[config.mk]
export PLATFORM = sky130hd
export DESIGN_NAME = rsq_front
export DESIGN_NICKNAME = d
export VERILOG_FILES = /design/src/hdl/rsq_pkg.sv /design/src/hdl/rsq_front.sv
export SDC_FILE = /design/constraint.sdc
export NUM_CORES = 1
export LEC_CHECK = 0
export BUFFER_PORTS_ARGS = -buffer_cell sky130_fd_sc_hd__buf_2
export CAP_MARGIN = 20
export CORE_AREA = 2 2 164 166
export DETAILED_ROUTE_END_ITERATION = 7
export DIE_AREA = 0 0 166 168
export MAX_ROUTING_LAYER = met4
export PLACE_DENSITY = 0.69
export SETUP_SLACK_MARGIN = 0.05
export SYNTH_ARGS = -nofsm -noshare
export SYNTH_HDL_FRONTEND = slang
export SYNTH_SLANG_ARGS = --single-unit
[constraint.sdc]
create_clock -name vclk -period 6.37
set_clock_uncertainty 0.15 [all_clocks]
set_input_delay 0.3185 -clock vclk [all_inputs]
set_output_delay 0.3185 -clock vclk [all_outputs]
set_load 0.005 [all_outputs]
[src/hdl/rsq_pkg.sv]
package rsq_pkg;

    localparam int MAX_SPRITES      = 1024;
    localparam int VERTS_PER_SPRITE = 6;
    localparam int CNT_W            = 13;
    localparam int EXT_W            = 22;
    localparam int ZW               = 24;
    localparam int CW               = 32;
    localparam int PW               = 40;
    localparam int SW               = 43;
    localparam int ITERS            = 16;
    localparam int QUARTER_TURN     = 5760;
    localparam int HALF_TURN        = 11520;
    localparam int FULL_TURN        = 23040;
    localparam logic [CNT_W-1:0] LIMIT_RESET = CNT_W'(MAX_SPRITES * VERTS_PER_SPRITE);
    localparam logic signed [CW-1:0] CORDIC_X0 = 32'sd163008219;

    localparam logic OP_BEGIN = 1'b0;
    localparam logic OP_PUT   = 1'b1;

    typedef enum logic [2:0] {
        ST_IDLE,
        ST_ROT,
        ST_SC,
        ST_MUL,
        ST_CORN,
        ST_EMIT
    } back_state_t;

    typedef struct packed {
        logic                    opcode;
        logic signed [15:0]      pos_x;
        logic signed [15:0]      pos_y;
        logic [15:0]             pos_z;
        logic [EXT_W-1:0]        hw;
        logic [EXT_W-1:0]        hh;
        logic signed [ZW-1:0]    z0;
        logic                    neg;
        logic [31:0]             uv_start;
        logic [31:0]             uv_end;
        logic [31:0]             tint;
    } entry_t;

    typedef struct packed {
        logic signed [15:0] vtx_x;
        logic signed [15:0] vtx_y;
        logic [15:0]        vtx_z;
        logic [15:0]        tex_u;
        logic [15:0]        tex_v;
        logic [31:0]        color;
        logic [CNT_W-1:0]   vertex_index;
        logic               is_vertex;
        logic               accepted;
        logic               last;
    } vertex_t;

    function automatic logic signed [ZW-1:0] atan_val(input logic [3:0] i);
        logic signed [ZW-1:0] r;
        unique case (i)
            4'd0:  r = 24'sd737280;
            4'd1:  r = 24'sd435242;
            4'd2:  r = 24'sd229970;
            4'd3:  r = 24'sd116736;
            4'd4:  r = 24'sd58595;
            4'd5:  r = 24'sd29326;
            4'd6:  r = 24'sd14666;
            4'd7:  r = 24'sd7334;
            4'd8:  r = 24'sd3667;
            4'd9:  r = 24'sd1833;
            4'd10: r = 24'sd917;
            4'd11: r = 24'sd458;
            4'd12: r = 24'sd229;
            4'd13: r = 24'sd115;
            4'd14: r = 24'sd57;
            default: r = 24'sd29;
        endcase
        return r;
    endfunction

endpackage

[src/hdl/rsq_front.sv]
module rsq_front
    import rsq_pkg::*;
(
    input  logic               in_valid,
    input  logic               q_full,
    input  logic               opcode,
    input  logic signed [15:0] pos_x,
    input  logic signed [15:0] pos_y,
    input  logic [15:0]        pos_z,
    input  logic [9:0]         size_w,
    input  logic [9:0]         size_h,
    input  logic [11:0]        scale_w,
    input  logic [11:0]        scale_h,
    input  logic signed [15:0] angle,
    input  logic [31:0]        uv_start,
    input  logic [31:0]        uv_end,
    input  logic [31:0]        tint,
    output logic               in_stall,
    output logic               push,
    output entry_t             entry
);

    logic signed [17:0] t0, t1, t2, t3, t4, t5;
    logic               neg;

    always_comb
    begin
        t0 = {{2{angle[15]}}, angle} + 18'(QUARTER_TURN);
        t1 = (t0 < 0) ? t0 + 18'(FULL_TURN) : t0;
        t2 = (t1 < 0) ? t1 + 18'(FULL_TURN) : t1;
        t3 = (t2 >= 18'(FULL_TURN)) ? t2 - 18'(FULL_TURN) : t2;
        t4 = (t3 >= 18'(HALF_TURN)) ? t3 - 18'(FULL_TURN) : t3;
        neg = 1'b0;
        t5 = t4;
        if (t4 > 18'(QUARTER_TURN))
        begin
            t5 = t4 - 18'(HALF_TURN);
            neg = 1'b1;
        end
        else if (t4 < -18'(QUARTER_TURN))
        begin
            t5 = t4 + 18'(HALF_TURN);
            neg = 1'b1;
        end
    end

    always_comb
    begin
        entry.opcode   = opcode;
        entry.pos_x    = pos_x;
        entry.pos_y    = pos_y;
        entry.pos_z    = pos_z;
        entry.hw       = EXT_W'(size_w) * EXT_W'(scale_w);
        entry.hh       = EXT_W'(size_h) * EXT_W'(scale_h);
        entry.z0       = {t5[15:0], 8'b0};
        entry.neg      = neg;
        entry.uv_start = uv_start;
        entry.uv_end   = uv_end;
        entry.tint     = tint;
    end

    assign in_stall = q_full;
    assign push     = in_valid & ~q_full;

endmodule

==> run summary <==
DP Area - 0.0105 mm²
net switching power - 2.37 mW
min-delay worst type - input port to primary output
final worst path period share - 95.5%
RePlAce Congestion - 0.892
top cells by area, synth - fa_1 (30%), ha_1 (14%), buf_4 (11%)
Clk pwr share - 0%
synth warn - 0
vias in the first global route - 8403
Data required, critical path - 5.90 ns
post-route cell area - 0.0107 mm²
DR vias - 8098
Worst Tran Pin Value - 0.729 ns
PortBufs - 125
top cell type's share of synthesized area - 29.5%
Via density - 5.13
final wirelength - 23.2 mm
crit path kind - input port to primary output
FF+latch count - 0
area leader, netlist - fa_1
Area growth syn-to-layout - 1.45%
grt ovf - 0
CP Launch Type - input port
unrepaired setup endpoints after global routing - no
Syn Area/Cell - 8.28 µm²
endpoints failing setup - 0
Die ar. - 0.0279 mm²
Fmax - 164 MHz
Max-slew headroom - 50.9%
antenna violations before repair - 0
Worst VDD drop - 375 µV
Arrival @ worst endpoint - 5.61 ns
post-synthesis cell area - 0.0106 mm²
Pwr Total - 4.41 mW
initial core utilization - 40.2%
Finished Layout Cells - 1578
Power Dens Cells - 411 mW/mm²
clock buffers - 0
remaining antenna violation count - 0
Final #Nets - 1724
Max Slew Vio Count - 0
first-pass GRT wire length - 39.5 mm
GRT Util Overall - 17.1%
Iteration-0 DRC Markers - 306
minimum clock period - 6.08 ns
Row Count - 60
Post-Syn Instances - 1279
largest net degree at the start of global routing - 16
# DRC - 0
combinational power share - 100.0%
crit path max fanout - 7
WL per Instance - 14.7 µm
Reg area - 0 µm²
I/O pin total - 423
commonest cells after routing, fill and taps aside - inv_1 (177), fa_1 (156), nand2_1 (142)
Critical Path End Type - primary output
status - finished clean
Static Leak - 5.49 nW
DR pass1 iterations - 5
sequential share of power - 0%
Max-Cap Viols - 0
Hold Fails Final Rpt - 0
Seq/Total Area, Yosys - 0%
Pint - 2.04 mW
HPWL after DPL - 19.5 mm
commonest non-fill, non-tap cell in the layout - inv_1
Die Wd - 166 µm
synth unique cells - 76
# hold bufs at CTS - 0
layout cells sized above 1 - 18.8%
diodes inserted - 0
Sw Ratio - 53.6%
Core ar. - 0.0264 mm²
die height - 168 µm
# placed instances - 1570
==> critical path, cell delays in order <==
cell and delay, ns:
buf_2 0.18, nand2_1 0.10, fa_1 0.50, fa_1 0.52, inv_1 0.04, ha_1 0.26, inv_1 0.05, fa_1 0.53
inv_1 0.05, fa_1 0.60, ha_4 0.23, inv_1 0.05, o21bai_1 0.08, a21oi_2 0.18, o21bai_1 0.11, a21oi_2 0.19
o21bai_1 0.10, a21oi_2 0.20, o21bai_1 0.10, a21oi_2 0.16, nor2_1 0.06, o21a_1 0.18, o31a_1 0.27, nor3_1 0.16
o21bai_1 0.10, xor2_1 0.15, buf_2 0.13
==> final cells by class <==
class / count / area, µm²
inverter: 177 / 664
timing repair buffer: 162 / 926
tap: 341 / 427
multi-input combinational: 898 / 8720
fill: 2658 / 15600
==> cell usage after synthesis (all sizes together), types with 4 or more instances <==
| cell | count |
|---|---|
| and2 | 132 |
| o31ai | 4 |
| o21ai | 24 |
| ha | 122 |
| o21a | 7 |
| a211oi | 12 |
| xnor2 | 46 |
| xor2 | 17 |
| mux2i | 10 |
| nand2 | 143 |
| inv | 177 |
| nor2b | 4 |
| nor4 | 5 |
| buf | 170 |
| or3 | 5 |
| a21oi | 45 |
| and3 | 5 |
| o21bai | 21 |
| nor2 | 35 |
| a21o | 13 |
| clkbuf | 41 |
| fa | 156 |
| nor3 | 12 |
| nand3 | 7 |
| mux2 | 5 |
| o22ai | 9 |
==> through the flow <==
stage	util [%]	setup TNS, ns	setup WS (ns)	hold WS [ns]
5_1_grt	40.8	0	0.0568	0.487
6_report	40.8	0	0.288	0.487
3_5_place_dp	39.7	-0.131	-0.0867	0.487
4_1_cts	39.8	0	0.0446	0.487
2_1_floorplan	-	0	0.396	0.517
3_3_place_gp	39.7	0	0.0566	0.487
==> what timing repair did <==
action / CTS / global route
gates resized for setup: 5 / 42
setup endpoints to repair: 2 / 17
pin swaps: 0 / 15
setup buffers: 0 / 8
==> power groups by stage <==
stage	registers (mW)	logic (mW)	clock network (mW)
final	0	4.41	0
after global routing	0	4.98	0
after CTS	0	4.27	0
after detailed placement	0	4.19	0
after global placement	0	4.12	0
after floorplan	0	2.86	0
==> kinds of logic (layout without fill, tap and decap cells) <==
family / count (synthesis) / count (layout) / share of synthesized area, %
buffers and inverters: 388 / 339 / 19.7
and+or+nand+nor: 364 / 364 / 17.5
AOI/OAI and AO/OA: 170 / 170 / 11.9
muxes: 15 / 15 / 1.48
xor gates and xnor gates: 63 / 63 / 5.46
adders and majority gates: 278 / 278 / 43.9
other: 1 / 8 / 0.0354
==> worst paths after layout <==
| check | start | endpoint | slack, ns | depth (start not counted) |
|---|---|---|---|---|
| worst max-delay path | size_w[3] | entry[163] | 0.29 | 27 |
| worst min-delay path | tint[10] | entry[10] | 0.49 | 0 |
==> per-layer routing <==
layer | wire length [µm] | up-vias | global-route usage, %
li1 | - | 3814 | -
met1 | 9750 | 3939 | 20.9
met2 | 11500 | 273 | 29.7
met3 | 1280 | 72 | 2.12
met4 | 691 | 0 | 4.91
met5 | 0 | - | -
Note: power is estimated with default switching activity, not from simulation.
