`config.mk`:
```
export PLATFORM = sky130hd
export DESIGN_NAME = rsq_queue
export DESIGN_NICKNAME = d
export VERILOG_FILES = /design/src/hdl/rsq_pkg.sv /design/src/hdl/rsq_queue.sv
export SDC_FILE = /design/constraint.sdc
export NUM_CORES = 1
export LEC_CHECK = 0
export ABC_CLOCK_PERIOD_IN_PS = 18500
export BUFFER_PORTS_ARGS = -buffer_cell sky130_fd_sc_hd__buf_2
export CORE_MARGIN = 5
export CORE_UTILIZATION = 55
export CTS_CLUSTER_SIZE = 20
export DETAILED_ROUTE_END_ITERATION = 12
export PLACE_DENSITY = 0.83
export RECOVER_POWER = 100
export SYNTH_ARGS = -nofsm -noshare
export SYNTH_HDL_FRONTEND = slang
export SYNTH_SLANG_ARGS = --single-unit
```
`constraint.sdc`:
```
create_clock -name clk -period 18.5 [get_ports clk]
set_input_delay 1.85 -clock clk [delete_from_list [all_inputs] [get_ports clk]]
set_output_delay 1.85 -clock clk [all_outputs]
set_load 0.01 [all_outputs]
```
`src/hdl/rsq_pkg.sv`:
```
package rsq_pkg;

    localparam int MAX_SPRITES      = 1024;
    localparam int VERTS_PER_SPRITE = 6;
    localparam int CNT_W            = 13;
    localparam int EXT_W            = 22;
    localparam int ZW               = 24;
    localparam int CW               = 32;
    localparam int PW               = 40;
    localparam int SW               = 43;
    localparam int ITERS            = 16;
    localparam int QUARTER_TURN     = 5760;
    localparam int HALF_TURN        = 11520;
    localparam int FULL_TURN        = 23040;
    localparam logic [CNT_W-1:0] LIMIT_RESET = CNT_W'(MAX_SPRITES * VERTS_PER_SPRITE);
    localparam logic signed [CW-1:0] CORDIC_X0 = 32'sd163008219;

    localparam logic OP_BEGIN = 1'b0;
    localparam logic OP_PUT   = 1'b1;

    typedef enum logic [2:0] {
        ST_IDLE,
        ST_ROT,
        ST_SC,
        ST_MUL,
        ST_CORN,
        ST_EMIT
    } back_state_t;

    typedef struct packed {
        logic                    opcode;
        logic signed [15:0]      pos_x;
        logic signed [15:0]      pos_y;
        logic [15:0]             pos_z;
        logic [EXT_W-1:0]        hw;
        logic [EXT_W-1:0]        hh;
        logic signed [ZW-1:0]    z0;
        logic                    neg;
        logic [31:0]             uv_start;
        logic [31:0]             uv_end;
        logic [31:0]             tint;
    } entry_t;

    typedef struct packed {
        logic signed [15:0] vtx_x;
        logic signed [15:0] vtx_y;
        logic [15:0]        vtx_z;
        logic [15:0]        tex_u;
        logic [15:0]        tex_v;
        logic [31:0]        color;
        logic [CNT_W-1:0]   vertex_index;
        logic               is_vertex;
        logic               accepted;
        logic               last;
    } vertex_t;

    function automatic logic signed [ZW-1:0] atan_val(input logic [3:0] i);
        logic signed [ZW-1:0] r;
        unique case (i)
            4'd0:  r = 24'sd737280;
            4'd1:  r = 24'sd435242;
            4'd2:  r = 24'sd229970;
            4'd3:  r = 24'sd116736;
            4'd4:  r = 24'sd58595;
            4'd5:  r = 24'sd29326;
            4'd6:  r = 24'sd14666;
            4'd7:  r = 24'sd7334;
            4'd8:  r = 24'sd3667;
            4'd9:  r = 24'sd1833;
            4'd10: r = 24'sd917;
            4'd11: r = 24'sd458;
            4'd12: r = 24'sd229;
            4'd13: r = 24'sd115;
            4'd14: r = 24'sd57;
            default: r = 24'sd29;
        endcase
        return r;
    endfunction

endpackage

```
`src/hdl/rsq_queue.sv`:
```
module rsq_queue
    import rsq_pkg::*;
(
    input  logic   clk,
    input  logic   rst_n,
    input  logic   push,
    input  entry_t wr_data,
    input  logic   pop,
    output logic   full,
    output logic   not_empty,
    output entry_t rd_data
);

    entry_t     mem_reg [2];
    logic       wr_ptr_reg;
    logic       rd_ptr_reg;
    logic [1:0] count_reg;

    always_ff @(posedge clk)
    begin
        if (push)
        begin
            mem_reg[wr_ptr_reg] <= wr_data;
        end
    end

    always_ff @(posedge clk or negedge rst_n)
    begin
        if (!rst_n)
        begin
            wr_ptr_reg <= 1'b0;
            rd_ptr_reg <= 1'b0;
            count_reg  <= 2'd0;
        end
        else
        begin
            if (push)
            begin
                wr_ptr_reg <= ~wr_ptr_reg;
            end
            if (pop)
            begin
                rd_ptr_reg <= ~rd_ptr_reg;
            end
            count_reg <= count_reg + {1'b0, push} - {1'b0, pop};
        end
    end

    assign full      = count_reg[1];
    assign not_empty = (count_reg != 2'd0);
    assign rd_data   = mem_reg[rd_ptr_reg];

endmodule

```
==> results of run 1 <==
-- per-stage QoR --
stage	hold slack [ns]	std cells
5_1_grt	0.541	1567
3_5_place_dp	0.554	1487
3_3_place_gp	0.529	1487
6_report	0.519	1567
2_1_floorplan	0.455	680
4_1_cts	0.586	1563
-- cell usage in the layout, fill, tap and decap left out, drive strengths merged --
master,Yosys,final
inv,2,4
mux2,214,214
buf,24,257
and2,1,1
dfrtp,4,4
clkinv,0,19
diode,0,4
clkbuf,0,237
ha,2,2
or2,1,1
xor2,2,2
edfxtp,428,428
xor3,1,1
nor2b,1,1
bufinv,0,2
-- area by class of cell --
type	count	area (um^2)	share of cell area, %
antenna	4	10.0	0.0521
clock buffer	53	1110	5.80
clock inverter	23	155	0.808
inverter	2	7.51	0.0391
multi-input combinational	222	2510	13.1
sequential	432	13000	67.4
tap	390	488	2.54
timing repair buffer	441	1980	10.3
-- final timing paths --
check                      startpoint              end  slack (ns)  depth (start not counted)
max reg2reg                wr_ptr_reg  mem_reg[1][124]       10.88                          2
max in group asynchronous       rst_n       wr_ptr_reg       17.16                          1
min reg2reg                wr_ptr_reg       wr_ptr_reg        0.52                          1
max                        rd_ptr_reg      rd_data[65]        9.00                          4
min                        wr_ptr_reg       wr_ptr_reg        0.52                          1
min in group asynchronous       rst_n       rd_ptr_reg        1.16                          1
-- per-layer routing --
layer	vias up	share of wire (%)	wire length (um)	GRT usage (%)
li1	3640	-	-	-
met1	4050	36	12300	23.4
met5	-	0.038	13	0
met2	411	52	17900	35.5
met4	2	3.1	1080	6.54
met3	71	9.6	3310	5.77
-- power breakdown --
part	switching [mW]	total [mW]	internal, mW
combinational	0.468	0.796	0.328
clock	0.328	0.781	0.453
sequential	0.0578	1.38	1.32
-- cell families after synthesis --
family	count (synthesis)
XOR/XNOR	3
adder cells (fa/ha/maj)	2
buffers and inverters	26
flip-flops	432
multiplexers	214
AND/OR/NAND/NOR	3
==> results.toml, run 1 <==
[setup_path]
cp.arrival_ns = 7.65
crit_buf_inv = 3
cp_max_fo = 67
cp_top_family = "buffers and inverters"
critical-path-max-stage-delay_ns = 2.68
path_class = "reg2out"
crit_path_end_kind = "primary output"
crit_chain = "clkbuf_1 > clkbuf_1 > mux2_1 > buf_2"
start_kind = "flip-flop"
cp.required_ns = 16.65
cp_slowest_cell = "clkbuf_1"
cp_common_cell = "clkbuf_1"

[cells_and_area]
fin_area_um2 = 19200
fin_util_pct = 65.3
fillers = 2138
area_delta_synth_final_pct = 18.2
largest_register_ffs = 428
drive_above_1_share_pct = 31.6
fin_nets = 1361

[sta]
maxSlewViolCount = 631
tightest_slew_ns = 4.70
finalSetupViolations = 0
tns_ns = 0
fin_skew_ns = 0.00637
hold_violations = 0
relSlewSlack_pct = -213
period_minus_slack_ns = 9.50
clock.fmax_mhz = 105
rsz0062_at_grt = "no"
min_period_over_period_pct = 51.4
setup_slack_ns = 9.00

[synth]
synth_seq_cells = 432
ys_top_cells_by_count = "428 x edfxtp_1, 150 x mux2_4, 64 x mux2_2"
synthMuxAreaShare_pct = 18.3
synthAdderAreaFrac_pct = 0.154
yosys.area_share.simple_pct = 0.115
yosysTopAreaCell = "edfxtp_1"
syn_nets = 900
syn_avg_cell_area_um2 = 23.9
ys_seq_area_share_pct = 79.7
ys_warn_count = 0
synth.most_common_cell = "edfxtp_1"
synth_top_area_share_pct = 79.1
synth_top_family_by_area = "multiplexers"
synth_xor_area_share_pct = 0.254
synth_cell_type_count = 13
synth-compound-area-share_pct = 0
syn-cell-area_um2 = 16300
yosys_most_used_dff = "edfxtp_1"
synth_edf_count = 428
synth.area.top_cells = "edfxtp_1 79%, mux2_4 14%, mux2_2 4.4%"
syn_inst = 680
synthArstFlopShare_pct = 0.926

[cts]
cts_sinks = 432
hold_buffers = 0
cts_tree = "built"
clk_pin_slew_ns = 0.06
cts_root_buf = "clkbuf_16"
worstSkewPairLatency_ns = 0.52
cts_repair_resize_count = 0
htree_levels = 2
numCtsBuffers = 42
cts_buffer_depth = 3
cts_setup_buffers = 0

[place]
portBuffers = 433
placed_area_um2 = 18700
globalplace.congestion = 0.807
dp.final_hpwl_um = 24200
dp_slack_ns = 13.53

[die]
core_area_um2 = 29400
dieHeight_um = 182
fp.dieW_um = 182
io_pins = 434
initial_core_util_pct = 55.3
fp-row-count = 63
dieArea_um2 = 33100

[worst_hold_path]
min_path_type = "reg2reg"

[detailed_routing]
via_per_inst = 5.22
dr_total_vias = 8174
drt-initial-drc-count = 539
dr.pass1.iters = 4
drcViolationCount = 0
avgRoutedWirePerCell_um = 22.1
antenna_left = 0
routed_wirelength_um = 34600

[global_route]
grt_first_pass_wirelength_um = 50500
grt_start_max_net_pins = 81
grtUsageTotal_pct = 20.0
grt_pass1_vias = 8736
grt_antenna_before_repair = 5
overflow = 0

[power]
ir_worst_vdd_uv = 108
fin_total_pwr_mw = 2.96
power_density_nw_per_um2 = 154
cellLeakagePower_nw = 6.84

[outcome]
violations = "max-capacitance violations, max-slew violations"
outcome = "finished, violations left"

[flow_run]
maxCapViolCount = 10
(Power assumes the default switching activity.)
==> inputs of run 2 (changes only) <==
--- a/config.mk
+++ b/config.mk
@@ -5,13 +5,13 @@
 export SDC_FILE = /design/constraint.sdc
 export NUM_CORES = 1
 export LEC_CHECK = 0
-export ABC_CLOCK_PERIOD_IN_PS = 18500
+export ABC_CLOCK_PERIOD_IN_PS = 9000
 export BUFFER_PORTS_ARGS = -buffer_cell sky130_fd_sc_hd__buf_2
 export CORE_MARGIN = 5
-export CORE_UTILIZATION = 55
+export CORE_UTILIZATION = 52
 export CTS_CLUSTER_SIZE = 20
 export DETAILED_ROUTE_END_ITERATION = 12
-export PLACE_DENSITY = 0.83
+export PLACE_DENSITY = 0.79
 export RECOVER_POWER = 100
 export SYNTH_ARGS = -nofsm -noshare
 export SYNTH_HDL_FRONTEND = slang
==> constraint.sdc (replaced) <==
create_clock -name clk -period 9 [get_ports clk]
set_input_delay 0.9 -clock clk [delete_from_list [all_inputs] [get_ports clk]]
set_output_delay 0.9 -clock clk [all_outputs]
set_load 0.01 [all_outputs]
==> results.toml, run 2 (same netlist as run 1, synthesis figures left out) <==
[power]
pwr-share-comb_pct = 26.0
cellLeakagePower_nw = 6.90
swShare_pct = 28.9
p_seq_share_pct = 46.3
power.share.clock_pct = 27.7
p_int_mw = 4.34
switching_power_mw = 1.77
fin_total_pwr_mw = 6.11
ir_worst_vdd_uv = 212
power_density_nw_per_um2 = 316

[cts]
cts_tree = "built"
cts_setup_buffers = 0
htree_levels = 2
cts_root_buf = "clkbuf_16"
cts_repair_resize_count = 0
clk_pin_slew_ns = 0.06
numCtsBuffers = 42
hold_buffers = 0
worstSkewPairLatency_ns = 0.51
cts_sinks = 432
cts_buffer_depth = 3

[sta]
clock.fmax_mhz = 172
rsz0062_at_grt = "no"
period_minus_slack_ns = 5.82
tightest_slew_ns = 4.99
hold_violations = 0
relSlewSlack_pct = -233
finalSetupViolations = 0
tns_ns = 0
fin_skew_ns = 0.00887
maxSlewViolCount = 278
min_period_over_period_pct = 64.6

[place]
dp.final_hpwl_um = 23900
placed_area_um2 = 18800
portBuffers = 433
dp.cells = 1492
globalplace.congestion = 0.791

[detailed_routing]
via_per_inst = 5.14
drt-initial-drc-count = 418
dr.pass1.iters = 4
drcViolationCount = 0
dr_total_vias = 8107
avgRoutedWirePerCell_um = 21.7
routed_wirelength_um = 34200
antenna_left = 0

[cells_and_area]
final_cells = 1576
largest_register_ffs = 428
final_common_cell = "edfxtp_1"
drive_above_1_share_pct = 32.8
area_delta_synth_final_pct = 18.9
fin_area_um2 = 19300
fin_nets = 1360
fin_util_pct = 62.9
final_cell_mix = "428 x edfxtp_1, 259 x buf_2, 183 x clkbuf_1, 155 x mux2_1, 58 x mux2_2"

[setup_path]
cp.arrival_ns = 5.95
timing.rr.start = "wr_ptr_reg"
crit_start = "push"
r2r_setup_slack_ns = 3.36
cp.required_ns = 9.13
crit_path_end_kind = "flip-flop"
rr_endpoint = "mem_reg[1][93]"
start_kind = "primary input"
crit_path_end = "mem_reg[1][93]"
path_class = "in2reg"
cp_max_fo = 76
reg2regPathDepth = 2

[global_route]
grt_pass1_vias = 8552
use_met1_pct = 21.5
met3_usage_pct = 6.07
overflow = 0
grt_start_max_net_pins = 104
grt_antenna_before_repair = 11
grt_first_pass_wirelength_um = 50300
grt.busiest_layer = "met2"
grtUsageTotal_pct = 18.6
grtUsageMet2_pct = 32.3

[die]
dieHeight_um = 187
initial_core_util_pct = 52.8
dieArea_um2 = 34900
fp.dieW_um = 187
io_pins = 434
fp-row-count = 64
core_area_um2 = 30700

[worst_hold_path]
min_path_type = "in2async"

[outcome]
outcome = "finished, violations left"
violations = "max-capacitance violations, max-slew violations"

[flow_run]
maxCapViolCount = 5
-- run 2: changes by cell type in the layout (fill, tap and decap cells not counted), sizes merged --
cell,change
buf,+7
bufinv,+1
clkbuf,-9
clkinv,-1
clkinvlp,+1
diode,+4
-- run 2: how the worst min path moves through the flow --
stage | start | slack, ns | cells after the start | end
final | rst_n | 0.22 | 1 | wr_ptr_reg
after global routing | rst_n | 0.20 | 1 | rd_ptr_reg
after CTS | rst_n | 0.15 | 1 | wr_ptr_reg
after detailed placement | wr_ptr_reg | 0.54 | 1 | wr_ptr_reg
after global placement | wr_ptr_reg | 0.53 | 1 | wr_ptr_reg
after floorplan | wr_ptr_reg | 0.47 | 1 | wr_ptr_reg
-- run 2: critical path: stages --
cell	delay, ns
clkbuf_1	0.16
and2_0	3.59
buf_4	1.16
-- run 2: layer usage --
metal	vias to the layer above	share of wire, %
li1	3656	-
met4	8	3.1
met1	4033	37
met3	74	7.8
met5	-	0.18
met2	336	52
-- run 2: power by group through the flow --
stage	Combinational, mW	Clock, mW	Sequential (mW)
4_1_cts	1.95	1.73	2.83
6_report	1.59	1.69	2.83
2_1_floorplan	1.38	0	2.86
3_5_place_dp	1.94	0	2.87
3_3_place_gp	1.92	0	2.85
5_1_grt	1.71	1.82	2.87
-- run 2: layout make-up --
cell class / count / area (um^2)
fill: 2357 / 11400
tap: 396 / 495
sequential: 432 / 13000
multi-input combinational: 222 / 2500
timing repair buffer: 440 / 2010
inverter: 2 / 7.51
antenna: 8 / 20.0
clock buffer: 52 / 1150
clock inverter: 24 / 195
-- run 2: metrics by stage --
step | worst slack [ns] | hold slack (ns)
2_1_floorplan | 2.09 | 0.473
3_3_place_gp | 5.33 | 0.532
3_5_place_dp | 5.27 | 0.539
4_1_cts | 4.99 | 0.155
5_1_grt | 2.74 | 0.197
6_report | 3.18 | 0.221
==> inputs of run 3 (changes only) <==
--- a/config.mk
+++ b/config.mk
@@ -5,7 +5,7 @@
 export SDC_FILE = /design/constraint.sdc
 export NUM_CORES = 1
 export LEC_CHECK = 0
-export ABC_CLOCK_PERIOD_IN_PS = 9000
+export ABC_CLOCK_PERIOD_IN_PS = 5400
 export BUFFER_PORTS_ARGS = -buffer_cell sky130_fd_sc_hd__buf_2
 export CORE_MARGIN = 5
 export CORE_UTILIZATION = 52
==> constraint.sdc (replaced) <==
create_clock -name clk -period 5.4 [get_ports clk]
set_input_delay 0.54 -clock clk [delete_from_list [all_inputs] [get_ports clk]]
set_output_delay 0.54 -clock clk [all_outputs]
set_load 0.01 [all_outputs]
==> results.toml, run 3 (same netlist as run 1, synthesis figures left out) <==
[setup_path]
rr_endpoint = "mem_reg[0][145]"
crit_path_end = "mem_reg[0][145]"
path_class = "reg2reg"
crit_start = "wr_ptr_reg"
timing.rr.start = "wr_ptr_reg"
reg2regPathDepth = 3
r2r_setup_slack_ns = 1.31
cp.required_ns = 5.51
crit_path_end_kind = "flip-flop"
cp.arrival_ns = 4.20
cp_max_fo = 114
start_kind = "flip-flop"

[sta]
fin_skew_ns = 0.00719
hold_violations = 0
finalSetupViolations = 0
min_period_over_period_pct = 75.7
tns_ns = 0
clock.fmax_mhz = 245
period_minus_slack_ns = 4.09
rsz0062_at_grt = "no"
tightest_slew_ns = 2.94
maxSlewViolCount = 281
relSlewSlack_pct = -96.0

[cts]
cts_repair_resize_count = 0
numCtsBuffers = 43
cts_root_buf = "clkbuf_16"
cts_tree = "built"
clk_pin_slew_ns = 0.06
cts_sinks = 432
htree_levels = 2
worstSkewPairLatency_ns = 0.51
cts_buffer_depth = 3

[cells_and_area]
fillers = 2345
area_delta_synth_final_pct = 19.0
final_common_cell = "edfxtp_1"
fin_nets = 1363
final_cells = 1577
largest_register_ffs = 428
final_cell_mix = "428 x edfxtp_1, 266 x buf_2, 180 x clkbuf_1, 150 x mux2_1, 61 x mux2_2"
drive_above_1_share_pct = 33.6

[detailed_routing]
drcViolationCount = 0
routed_wirelength_um = 33800
dr_total_vias = 8116
via_per_inst = 5.15
drt-initial-drc-count = 444
antenna_left = 0
avgRoutedWirePerCell_um = 21.5
dr.pass1.iters = 4

[power]
ir_worst_vdd_uv = 353
cellLeakagePower_nw = 6.92
power_density_nw_per_um2 = 520

[die]
fp.dieW_um = 187
fp-row-count = 64
core_area_um2 = 30700
io_pins = 434
initial_core_util_pct = 52.8
dieArea_um2 = 34900
dieHeight_um = 187

[global_route]
grtUsageTotal_pct = 18.3
grt_start_max_net_pins = 115
overflow = 0
grt_pass1_vias = 8668
grt_antenna_before_repair = 4
grt_first_pass_wirelength_um = 49800

[worst_hold_path]
min_path_cells = 1
min_path_type = "in2reg"

[place]
dp.final_hpwl_um = 23000
dp.cells = 1493
portBuffers = 433
globalplace.congestion = 0.815

[flow_run]
maxCapViolCount = 4

[outcome]
violations = "max-capacitance violations, max-slew violations"
outcome = "finished, violations left"
==> run 3: cell count changes in the layout (fill, tap and decap cells not counted), moves of 2 or more <==
cell / delta
mux2_1: -5
clkinv_1: +2
mux2_4: +2
diode_2: -4
mux2_2: +3
buf_2: +7
clkbuf_1: -3
buf_12: +2
bufinv_16: -2
buf_4: -3
inv_6: -2
==> run 3: where the power goes <==
part           total (mW)  leakage [nW]  internal [mW]  switching [mW]
logic                2.65          2.22           1.09            1.57
clock network        2.71         0.638           1.57            1.15
registers            4.70          4.06           4.48           0.219
==> run 3: stage by stage <==
stage | hold slack, ns | power [mW] | setup slack [ns] | instance area, um^2 | utilization [%]
detailed placement | 0.351 | 8.04 | 2.74 | 18800 | 61.2
global placement | 0.350 | 7.98 | 2.75 | 18800 | 61.2
floorplan | 0.244 | 6.99 | 1.22 | 16300 | -
CTS | 0.181 | 10.8 | 2.18 | 20100 | 65.4
global route | 0.181 | 10.5 | 1.04 | 19300 | 62.9
finish | 0.208 | 10.1 | 1.31 | 19300 | 62.9
==> run 3: worst min path at each step <==
stage	start	end	slack [ns]
6_report	wr_data[75]	mem_reg[1][75]	0.21
3_3_place_gp	rst_n	count_reg[0]	0.35
2_1_floorplan	rst_n	count_reg[0]	0.24
3_5_place_dp	rst_n	count_reg[0]	0.35
5_1_grt	wr_data[86]	mem_reg[1][86]	0.18
4_1_cts	wr_data[75]	mem_reg[1][75]	0.18
==> run 3: final cells by class <==
| type | instances | area, um^2 | area share (%) |
|---|---|---|---|
| Antenna cell | 4 | 10.0 | 0.0518 |
| Clock buffer | 57 | 1170 | 6.06 |
| Clock inverter | 22 | 125 | 0.647 |
| Inverter | 2 | 7.51 | 0.0388 |
| Multi-Input combinational cell | 222 | 2510 | 13.0 |
| Sequential cell | 432 | 13000 | 67.0 |
| Tap cell | 396 | 495 | 2.56 |
| Timing Repair Buffer | 442 | 2060 | 10.6 |
==> run 3: per-layer routing <==
metal / part of all wire [%] / vias to the layer above / GRT usage (%) / wire length, um
met2: 54 / 359 / 34.2 / 18200
met5: 0.044 / - / 0 / 15
met3: 7.1 / 79 / 4.86 / 2400
met4: 3.1 / 4 / 6.68 / 1070
met1: 36 / 4022 / 19.9 / 12200
li1: - / 3652 / - / -
==> run 3: critical path, stage by stage, from the launching register on <==
cell and delay (ns):
dfrtp_1 0.42, nor2b_4 0.11, clkbuf_1 1.50, clkbuf_4 1.50
==> run 3: what timing repair did <==
item                                    CTS  global route
endpoints found under the hold margin     4             0
hold buffers                              1             0
buffers inserted                          0             0
endpoints found under the setup margin    0             0
